==> src/cialu_pkg.sv <==
// ----------------------------------------------------------------------------
// cialu_pkg
// Shared types and codes for the checked integer ALU.
// ----------------------------------------------------------------------------
package cialu_pkg;

   typedef enum logic [2:0] {
      OP_ADD  = 3'd0,
      OP_SUB  = 3'd1,
      OP_MUL  = 3'd2,
      OP_IDIV = 3'd3,
      OP_MOD  = 3'd4,
      OP_NEG  = 3'd5,
      OP_ABS  = 3'd6,
      OP_WADD = 3'd7
   } cialu_op_type;

   localparam logic [1:0] ST_OK    = 2'd0;
   localparam logic [1:0] ST_OVF   = 2'd1;
   localparam logic [1:0] ST_UNDEF = 2'd2;

   typedef struct packed {
      cialu_op_type       opcode;
      logic signed [63:0] operand_a;
      logic signed [63:0] operand_b;
   } cialu_req_type;

   typedef struct packed {
      logic signed [63:0] result;
      logic [1:0]         status;
   } cialu_rsp_type;

   // side information that travels with a request down the cell chain
   typedef struct packed {
      cialu_op_type op;
      logic         neg_r;
      logic         undef;
      logic [63:0]  pre_result;
      logic [1:0]   pre_status;
   } cialu_tag_type;

endpackage

==> src/cialu_cell.sv <==
// ----------------------------------------------------------------------------
// cialu_cell
// One step of shift-add multiply or restoring divide, one bit per cell.
// ----------------------------------------------------------------------------
module cialu_cell #(
   parameter int W = 64
) (
   input  logic                    clock,
   input  logic                    reset,
   input  logic                    valid_in,
   input  cialu_pkg::cialu_tag_type tag_in,
   input  logic [2*W-1:0]          acc_in,
   input  logic [W-1:0]            shq_in,
   input  logic [W-1:0]            m_in,
   output logic                    valid_out,
   output cialu_pkg::cialu_tag_type tag_out,
   output logic [2*W-1:0]          acc_out,
   output logic [W-1:0]            shq_out,
   output logic [W-1:0]            m_out
);
   import cialu_pkg::*;

   logic                valid_ff;
   cialu_tag_type       tag_ff, tag_in_w;
   logic [2*W-1:0]      acc_ff, acc_in_w;
   logic [W-1:0]        shq_ff, shq_in_w;
   logic [W-1:0]        m_ff;
   logic [W:0]          trial;
   logic [W:0]          diff;
   logic                ge;

   always_comb begin
      trial = {acc_in[W-1:0], shq_in[W-1]};
      diff  = trial - {1'b0, m_in};
      ge    = ~diff[W];
      tag_in_w = tag_in;
      if (tag_in.op == OP_MUL) begin
         acc_in_w = {acc_in[2*W-2:0], 1'b0} + (shq_in[W-1] ? {{W{1'b0}}, m_in} : '0);
         shq_in_w = {shq_in[W-2:0], 1'b0};
      end else begin
         acc_in_w = {{W{1'b0}}, (ge ? diff[W-1:0] : trial[W-1:0])};
         shq_in_w = {shq_in[W-2:0], ge};
      end
   end

   always_ff @(posedge clock) begin
      if (reset) begin
         valid_ff <= 1'b0;
      end else begin
         valid_ff <= valid_in;
      end
      tag_ff <= tag_in_w;
      acc_ff <= acc_in_w;
      shq_ff <= shq_in_w;
      m_ff   <= m_in;
   end

   assign valid_out = valid_ff;
   assign tag_out   = tag_ff;
   assign acc_out   = acc_ff;
   assign shq_out   = shq_ff;
   assign m_out     = m_ff;

endmodule

==> config.mk <==
export PLATFORM = sky130hd
export DESIGN_NAME = cialu_cell
export DESIGN_NICKNAME = d
export VERILOG_FILES = /design/src/cialu_pkg.sv /design/src/cialu_cell.sv
export SDC_FILE = /design/constraint.sdc
export NUM_CORES = 1
export LEC_CHECK = 0
export ABC_AREA = 0
export BUFFER_PORTS_ARGS = -buffer_cell sky130_fd_sc_hd__clkbuf_2
export CAP_MARGIN = 20
export CORE_AREA = 4 4 257 259
export DETAILED_ROUTE_END_ITERATION = 10
export DIE_AREA = 0 0 261 263
export GPL_ROUTABILITY_DRIVEN = 1
export MAX_ROUTING_LAYER = met4
export PLACE_DENSITY_LB_ADDON = 0.12
export SLEW_MARGIN = 0
export SYNTH_ARGS = -nofsm -noshare
export SYNTH_HDL_FRONTEND = slang
export SYNTH_SLANG_ARGS = --single-unit
==> constraint.sdc <==
create_clock -name clock -period 5.2 [get_ports clock]
set_input_delay 0 -clock clock [delete_from_list [all_inputs] [get_ports clock]]
set_output_delay 0 -clock clock [all_outputs]
set_load 0.02 [all_outputs]
# After elaboration in Yosys (flattened, before gate mapping)
# Cells that the tools add are included.
# W data, S select, Z words.
[op_classes]
n_addsub = 2
eq_ne = 1
muxes = 3
n_bitwise = 1
[op_table]
columns = ["op", "n"]
rows = [
  ["$mux W64", 3],
  ["$add A128 B64 Y128", 1],
  ["$sub A65 B64 Y65", 1],
  ["$eq A3 B2 Y1 const B", 1],
  ["$not A1 Y1", 1],
]
[word_totals]
register_bits = 328
in_bits = 330
out_inout_bits = 328
wordCells = 18

# Logic depth before layout (Yosys ltp)
# Gate-level depths: netlist (run 1).
[logic_depth]
depth_word = 3
ltp_mapped = 18
depth_no_buf = 14

# Worst setup path before layout (run 1)
# OpenSTA, ideal clock, no wires.
[synth_timing]
path_kind = "input to register"
from = "input port shq_in[63]"
to = "register acc_ff[119], in the netlist acc_out[119]"
setup_ns = 0.070
t_arrival_ns = 3.626
required_time_ns = 5.130
setup_slack_ns = 1.503
path_stages = 17
path_buffers = 4
path_cell_list = "inv_1 -> clkbuf_1 -> clkbuf_1 -> nor2_1 -> ha_1 -> buf_2 -> nand2_1 -> or3_1 -> o2111a_1 -> or4_4 -> a211oi_4 -> o21ai_2 -> a31oi_4 -> o211ai_2 -> buf_6 -> or4_1 -> a21oi_1"
[synth_between]
elab_chain_cells = 2
[synth_lines]
columns = ["element", "line_no", "rtl"]
rows = [
  ["from (decl)", "cialu_cell.sv:13", "input logic [W-1:0] shq_in,"],
  ["$mux W64", "cialu_cell.sv:38", "acc_in_w = {acc_in[2*W-2:0], 1'b0} + (shq_in[W-1] ? {{W{1'b0}}, m_in} : '0);"],
  ["$add A128 B64 Y128", "cialu_cell.sv:38", ""],
  ["to (signal assigned)", "cialu_cell.sv:53", "acc_ff <= acc_in_w;"],
  ["to (decl)", "cialu_cell.sv:25", "logic [2*W-1:0] acc_ff, acc_in_w;"],
]
# No other way between the ends.
# A chain may end at the register's enable or synchronous reset.

# Worst setup path after layout (run 1)
[layout_timing]
from = "input port m_in[11]"
to = "register acc_ff[121], in the netlist acc_out[121]"
[layout_between]
elab_chain_cells = 2
[layout_lines]
columns = ["element", "line_no", "rtl"]
rows = [
  ["from (decl)", "cialu_cell.sv:14", "input logic [W-1:0] m_in,"],
  ["$mux W64", "cialu_cell.sv:38", ""],
  ["$add A128 B64 Y128", "cialu_cell.sv:38", ""],
]
# No other way between the ends.

==> results of run 1 <==
## registers in the layout (all words and copies together) (netlist names)
register   cells
valid_out      1
acc_out      128
m_out         64
shq_out       64
tag_out       71
## cell type report
class | instances | area [µm²]
multi-input combinational | 1621 | 10500
antenna | 11 | 27.5
clock inverter | 13 | 149
timing repair buffer | 1067 | 7370
sequential | 328 | 6570
tap | 855 | 1070
fill | 6485 | 36700
inverter | 103 | 387
clock buffer | 56 | 1120
## routing by layer
metal	wire, µm	vias up
li1	-	9675
met1	34100	9201
met2	38500	682
met3	5340	148
met4	3070	0
met5	0	-
## how the worst max path moves through the flow
stage	startpoint	end	slack [ns]	cells after the start
after floorplan	shq_in[63]	acc_out[119]	1.50	17
after global routing	m_in[1]	acc_out[121]	0.006	19
after global placement	shq_in[63]	acc_out[121]	0.71	16
after CTS	m_in[11]	acc_out[121]	0.33	18
after detailed placement	shq_in[63]	acc_out[121]	0.67	16
final	m_in[11]	acc_out[121]	0.26	18
## kinds of logic after synthesis
family	after synthesis	synth area share, %
adder cells (fa/ha/maj)	130	9.17
XOR/XNOR	150	7.34
AO/OA/AOI/OAI	578	20.3
multiplexers	62	3.49
AND/OR/NAND/NOR	701	18.4
buffers and inverters	209	4.59
flip-flops	328	36.7
## worst max-delay path, delay by kind of cell
family                     cells  cell delay [ns]
AOI/OAI and AO/OA              7             1.64
adders and majority gates      1             0.45
buffers and inverters          6             2.20
and+or+nand+nor                4             1.07
## per-stage QoR
stage / total power (W) / instances
6_report: 0.00789 / 4054
5_1_grt: 0.00829 / 4051
4_1_cts: 0.00798 / 4043
3_5_place_dp: 0.00493 / 3582
3_3_place_gp: 0.00494 / 3582
2_1_floorplan: 0.00413 / 2158
## where the power goes
group	internal, W	leakage [nW]	switching [W]
logic	0.000940	9.42	0.00140
clock network	0.00161	0.612	0.00115
registers	0.00273	2.75	0.0000699
## repair_timing
action	CTS	global route
endpoints found under the hold margin	326	0
hold buffers	392	0
gates resized for setup	0	0
## layout by cell type, fill, tap and decap left out, types with 11 or more instances in the layout
master and instances:
o21a_1 13, o2111ai_1 17, a211oi_1 11, nand2b_1 15
inv_1 102, o21ai_0 116, or4_1 11, dlygate4sd3_1 392
a21o_1 56, xnor2_1 77, nand2_1 178, o31ai_1 18
ha_1 128, and2_1 15, and3_1 31, o211ai_1 18
nand4_1 61, nor3_1 24, o21bai_1 22, or3_1 24
xor2_1 73, buf_4 17, clkbuf_16 40, a31oi_1 22
dfxtp_1 328, nor2b_1 20, clkbuf_2 656, nand3_1 58
nor2_1 238, a21oi_1 208, diode_2 11, mux2i_1 59
==> flow_metrics.env, run 1 <==
export IMPL_busiest_layer="met2"
export IMPL_ys_top_cells_by_area="dfxtp_1 37%, ha_1 8.9%, a21oi_1 5.8%"
export IMPL_finalHoldWorstSlack_ns=0.0754
export IMPL_gp_congestion=0.919
export IMPL_cpMaxStageDelayCell="dlygate4sd3_1"
export IMPL_wl_per_cell_um=20.0
export IMPL_arrival_ns=5.37
export IMPL_leakagePower_nw=12.8
export IMPL_clk_path_buf_depth=3
export IMPL_netlist_top_cells_count="328 x dfxtp_1, 238 x nor2_1, 208 x a21oi_1"
export IMPL_ant_nets=0
export IMPL_dr_pass1_iters=5
export IMPL_initial_core_util_pct=28.0
export IMPL_synthArstFlopShare_pct=0
export IMPL_port_buffers=656
export IMPL_tns_ns=0
export IMPL_grt_pass1_wl_um=120000
export IMPL_syn_num_nets=2618
export IMPL_synth_top_area_cell="dfxtp_1"
export IMPL_die_h_um=263
export IMPL_grt_use_total_pct=22.9
export IMPL_placed_cell_area_mm2=0.0220
export IMPL_cts_inserted_buffers=39
export IMPL_max_cap_violations=0
export IMPL_core_mm2=0.0639
export IMPL_core_rowCount=93
export IMPL_yosys_warnings=0
export IMPL_yosysUniqueCellTypes=72
export IMPL_synth_top_area_share_pct=36.7
export IMPL_avgSynthCellArea_um2=8.29
export IMPL_grt_max_degree=72
export IMPL_ys_ff_latch=328
export IMPL_antenna_found_initial=9
export IMPL_path_clk_slew_ns=0.06
export IMPL_drv_slew=0
export IMPL_synth_edff_count=0
export IMPL_hold_path_end="acc_out[64]"
export IMPL_gr_total_overflow=0
export IMPL_fmax_ghz=0.202
export IMPL_p_per_area_mw_per_mm2=290
export IMPL_cts_tree="yes"
export IMPL_cp_common_cell="dlygate4sd3_1"
export IMPL_grt_setup_unrepaired="no"
export IMPL_hpwl_um=64100
export IMPL_vdd_drop_max_v=0.000235
export IMPL_grtUsageMet1_pct=27.3
export IMPL_finalWorstSetupSlack_ns=0.259
export IMPL_die_w_um=261
export IMPL_hp_class="in -> reg"
export IMPL_final_core_util_pct=42.6
export IMPL_drcViolationCount=0
export IMPL_yosysSeqAreaShare_pct=36.7
export IMPL_required_ns=5.63
export IMPL_root_buffer="clkbuf_16"
export IMPL_cpPeakStageDelay_ns=0.59
export IMPL_wirelength_um=81000
export IMPL_area_delta_synth_final_pct=52.1
export IMPL_ios=658
export IMPL_viasPerCell=4.86
export IMPL_synth_flop_cell="dfxtp_1"
export IMPL_met3_usage_pct=4.59
export IMPL_status="completed"
export IMPL_nNetsFinal=3620
export IMPL_dpl_worst_slack_ns=0.668
export IMPL_path_cells="dlygate4sd3_1 > clkbuf_2 > inv_1 > nor2_1 > ha_1 > nand2_2 > or3_1 > o2111a_1 > or4_4 > a211oi_4 > o21ai_2 > a31oi_4 > buf_4 > o2111ai_1 > o31ai_1 > dlygate4sd3_1 > a21oi_1 > dlygate4sd3_1"
export IMPL_cts_sinks=328
export IMPL_grtUsageMet2_pct=38.6
export IMPL_finalCriticalPeriod_ns=4.94
export IMPL_max_slew_margin_rel_pct=39.6
export IMPL_synth_most_common_cell="dfxtp_1"
export IMPL_tightest_slew_ns=0.898
export IMPL_timing_final_crit_share_pct=95.0
export IMPL_first_iter_violations=1020
export IMPL_crit_type="in -> reg"
export IMPL_drive_gt1_share_pct=23.8
export IMPL_setup_viol=0
export IMPL_final_area_mm2=0.0272
export IMPL_cp_max_fo=13
export IMPL_netlist_area_mm2=0.0179
export IMPL_htreeDepth=2
export IMPL_synthCells=2158
export IMPL_hold_start="acc_in[63]"
export IMPL_grt_pass1_vias=20078
export IMPL_hold_viol_final=0
export IMPL_die_area_mm2=0.0686
export IMPL_startpoint_type="primary input"
export IMPL_holdPathStages=4
export IMPL_post_cts_buffers=0
export IMPL_worstSetupEndpointType="register"
export IMPL_num_vias=19706
Note: power is estimated with default switching activity, not from simulation.
==> run 2, diff against run 1 <==
ABC_AREA = 1   (was 0)
CORE_AREA = 4 4 252 254   (was 4 4 257 259)
DIE_AREA = 0 0 256 258   (was 0 0 261 263)
==> run 2 against run 1 <==
Effect of this change:
- flip-flop and latch count unchanged
- die area shrank 3.8%
- global-route usage is 18 points higher
- count of clock-buffer cells in the layout decreased by 4
- routed wire length grew 69%
- clock power hardly changed
- worst setup slack better by 0.37 ns
- critical endpoint is now acc_out[125]
- largest cell class unchanged
==> flow_metrics.env, run 2 <==
export IMPL_leakagePower_nw=19.8
export IMPL_tns_ns=0
export IMPL_startpoint_type="primary input"
export IMPL_port_buffers=656
export IMPL_cp_depth=20
export IMPL_viasPerCell=4.98
export IMPL_first_iter_violations=2987
export IMPL_syn_num_nets=4786
export IMPL_setup_viol=0
export IMPL_ys_ff_latch=328
export IMPL_drv_slew=0
export IMPL_yosysSeqAreaShare_pct=26.9
export IMPL_yosysUniqueCellTypes=43
export IMPL_netlist_top_cells_count="1659 x nand2_1, 936 x inv_1, 367 x nor2_1"
export IMPL_num_vias=30623
export IMPL_grt_use_total_pct=40.7
export IMPL_cpMaxStageDelayCell="dlygate4sd3_1"
export IMPL_core_mm2=0.0613
export IMPL_synthCells=4326
export IMPL_area_delta_synth_final_pct=35.8
export IMPL_dpl_worst_slack_ns=1.69
export IMPL_holdPathStages=5
export IMPL_regArea_mm2=0.00657
export IMPL_core_rowCount=91
export IMPL_sw_frac_of_total_pct=37.8
export IMPL_arrival_ns=5.09
export IMPL_clk_path_buf_depth=3
export IMPL_htreeDepth=2
export IMPL_netlist_area_mm2=0.0244
export IMPL_p_int_w=0.00520
export IMPL_synth_edff_count=0
export IMPL_vdd_drop_max_v=0.000252
export IMPL_path_clk_slew_ns=0.06
export IMPL_finalWorstSetupSlack_ns=0.624
export IMPL_final_area_mm2=0.0331
export IMPL_grt_pass1_vias=29080
export IMPL_multi_input_area_mm2=0.0140
export IMPL_path_cells="dlygate4sd3_1 > clkbuf_2 > buf_4 > nand2_1 > inv_1 > ha_1 > nand2_1 > nor2_1 > inv_1 > o21ai_0 > inv_1 > nand2_1 > nand2_1 > nand2_1 > nand2_1 > nand3_1 > a21oi_1 > dlygate4sd3_1 > nor2_1 > dlygate4sd3_1"
export IMPL_synth_top_area_cell="dfxtp_1"
export IMPL_die_w_um=256
export IMPL_cts_inserted_buffers=38
export IMPL_gp_congestion=1.06
export IMPL_die_area_mm2=0.0660
export IMPL_cp_max_fo=64
export IMPL_hold_start="acc_in[35]"
export IMPL_cts_sinks=328
export IMPL_cp_common_cell="nand2_1"
export IMPL_placed_cell_area_mm2=0.0285
export IMPL_grt_setup_unrepaired="no"
export IMPL_ios=658
export IMPL_final_common_cell="nand2_1"
export IMPL_drive_gt1_share_pct=14.7
export IMPL_largest_reg_flops=128
export IMPL_cpPeakStageDelay_ns=0.58
export IMPL_crit_type="in -> reg"
export IMPL_post_cts_buffers=0
export IMPL_gr_total_overflow=0
export IMPL_cp_startpoint="shq_in[63]"
export IMPL_dr_pass1_iters=8
export IMPL_avgSynthCellArea_um2=5.64
export IMPL_worstSetupEndpointType="register"
export IMPL_ys_top_cells_by_area="dfxtp_1 27%, nand2_1 26%, inv_1 14%"
export IMPL_status="completed"
export IMPL_p_sw_w=0.00316
export IMPL_wirelength_um=137000
export IMPL_synth_top_area_share_pct=26.9
export IMPL_p_per_area_mw_per_mm2=252
export IMPL_synth_most_common_cell="nand2_1"
export IMPL_required_ns=5.71
export IMPL_p_comb_share_pct=33.6
export IMPL_root_buffer="clkbuf_16"
export IMPL_antenna_found_initial=13
export IMPL_layout_common_cells="1659 x nand2_1, 936 x inv_1, 656 x clkbuf_2, 367 x nor2_1, 336 x dlygate4sd3_1"
export IMPL_p_seq_share_pct=33.6
export IMPL_cts_resized=0
export IMPL_synth_flop_cell="dfxtp_1"
export IMPL_yosys_warnings=0
export IMPL_synthArstFlopShare_pct=0
export IMPL_grt_pass1_wl_um=193000
export IMPL_cts_tree="yes"
export IMPL_nNetsFinal=5778
export IMPL_timing_final_crit_share_pct=88.0
export IMPL_path_buf_inv=8
export IMPL_ant_nets=0
export IMPL_hp_class="in -> reg"
export IMPL_max_slew_margin_rel_pct=32.5
export IMPL_clockPowerShare_pct=32.8
export IMPL_die_h_um=258
export IMPL_wl_per_cell_um=22.2
export IMPL_initial_core_util_pct=39.8
export IMPL_max_cap_violations=0
export IMPL_drcViolationCount=0
export IMPL_finalCriticalPeriod_ns=4.58
export IMPL_cp_top_family="buffers and inverters"
export IMPL_fmax_ghz=0.219
export IMPL_nFillCells=6425
export IMPL_hpwl_um=115000
export IMPL_tightest_slew_ns=1.01
export IMPL_grt_max_degree=81
export IMPL_hold_viol_final=0
## run 2: final cells by class
| cell class | instances | area share [%] |
|---|---|---|
| flip-flops and latches | 328 | 19.8 |
| clock inverters | 13 | 0.536 |
| multi-input cells | 3002 | 42.4 |
| repair buffers | 999 | 20.3 |
| inverters | 949 | 10.8 |
| clock buffers | 52 | 3.21 |
| diodes | 11 | 0.0831 |
| well taps | 790 | 2.98 |
## run 2: kinds of logic after synthesis
kind of cell / count (synthesis) / share of synthesized area [%]
compound gates: 272 / 5.77
xor+xnor: 48 / 1.72
fa+ha+maj: 130 / 6.73
buf+inv: 996 / 15.6
flops: 328 / 26.9
simple gates: 2552 / 43.3
## run 2: tightest hold or removal path: stages
cell	delay, ns
clkbuf_2	0.16
inv_1	0.05
nand3_1	0.08
nand3_1	0.07
nand2_1	0.14
## run 2: power groups by stage
stage	Clock [W]	Combinational, W	Sequential (W)
CTS	0.00275	0.00275	0.00280
global route	0.00285	0.00302	0.00282
global placement	0	0.00253	0.00285
detailed placement	0	0.00253	0.00285
finish	0.00274	0.00281	0.00281
floorplan	0	0.00123	0.00308
## run 2: final timing paths
kind,slack [ns],to
setup / recovery,0.62,acc_out[125]
hold / removal,0.008,acc_out[36]
## run 2: per-stage QoR
stage / hold WS, ns / util, % / total power, W / std cells
floorplan: 0.0277 / - / 0.00430 / 4326
global placement: 0.103 / 46.5 / 0.00538 / 5732
detailed placement: 0.104 / 46.5 / 0.00538 / 5732
CTS: 0.0000933 / 54.1 / 0.00830 / 6133
global route: 0.0115 / 54.1 / 0.00869 / 6142
finish: 0.00766 / 54.1 / 0.00836 / 6144
## run 2: timing repair
item | 4_1_cts | 5_1_grt
endpoints found under the setup margin | 0 | 0
hold buffers | 336 | 0
hold endpoints to repair | 323 | 0
## run 2: per-layer routing
| layer | part of all wire, % | GRT usage [%] | vias to the layer above |
|---|---|---|---|
| met5 | 0 | - | - |
| met1 | 40 | 47.6 | 13914 |
| met2 | 45 | 65.2 | 1353 |
| met3 | 7.2 | 6.70 | 320 |
| met4 | 7.7 | 26.1 | 0 |
| li1 | - | - | 15036 |
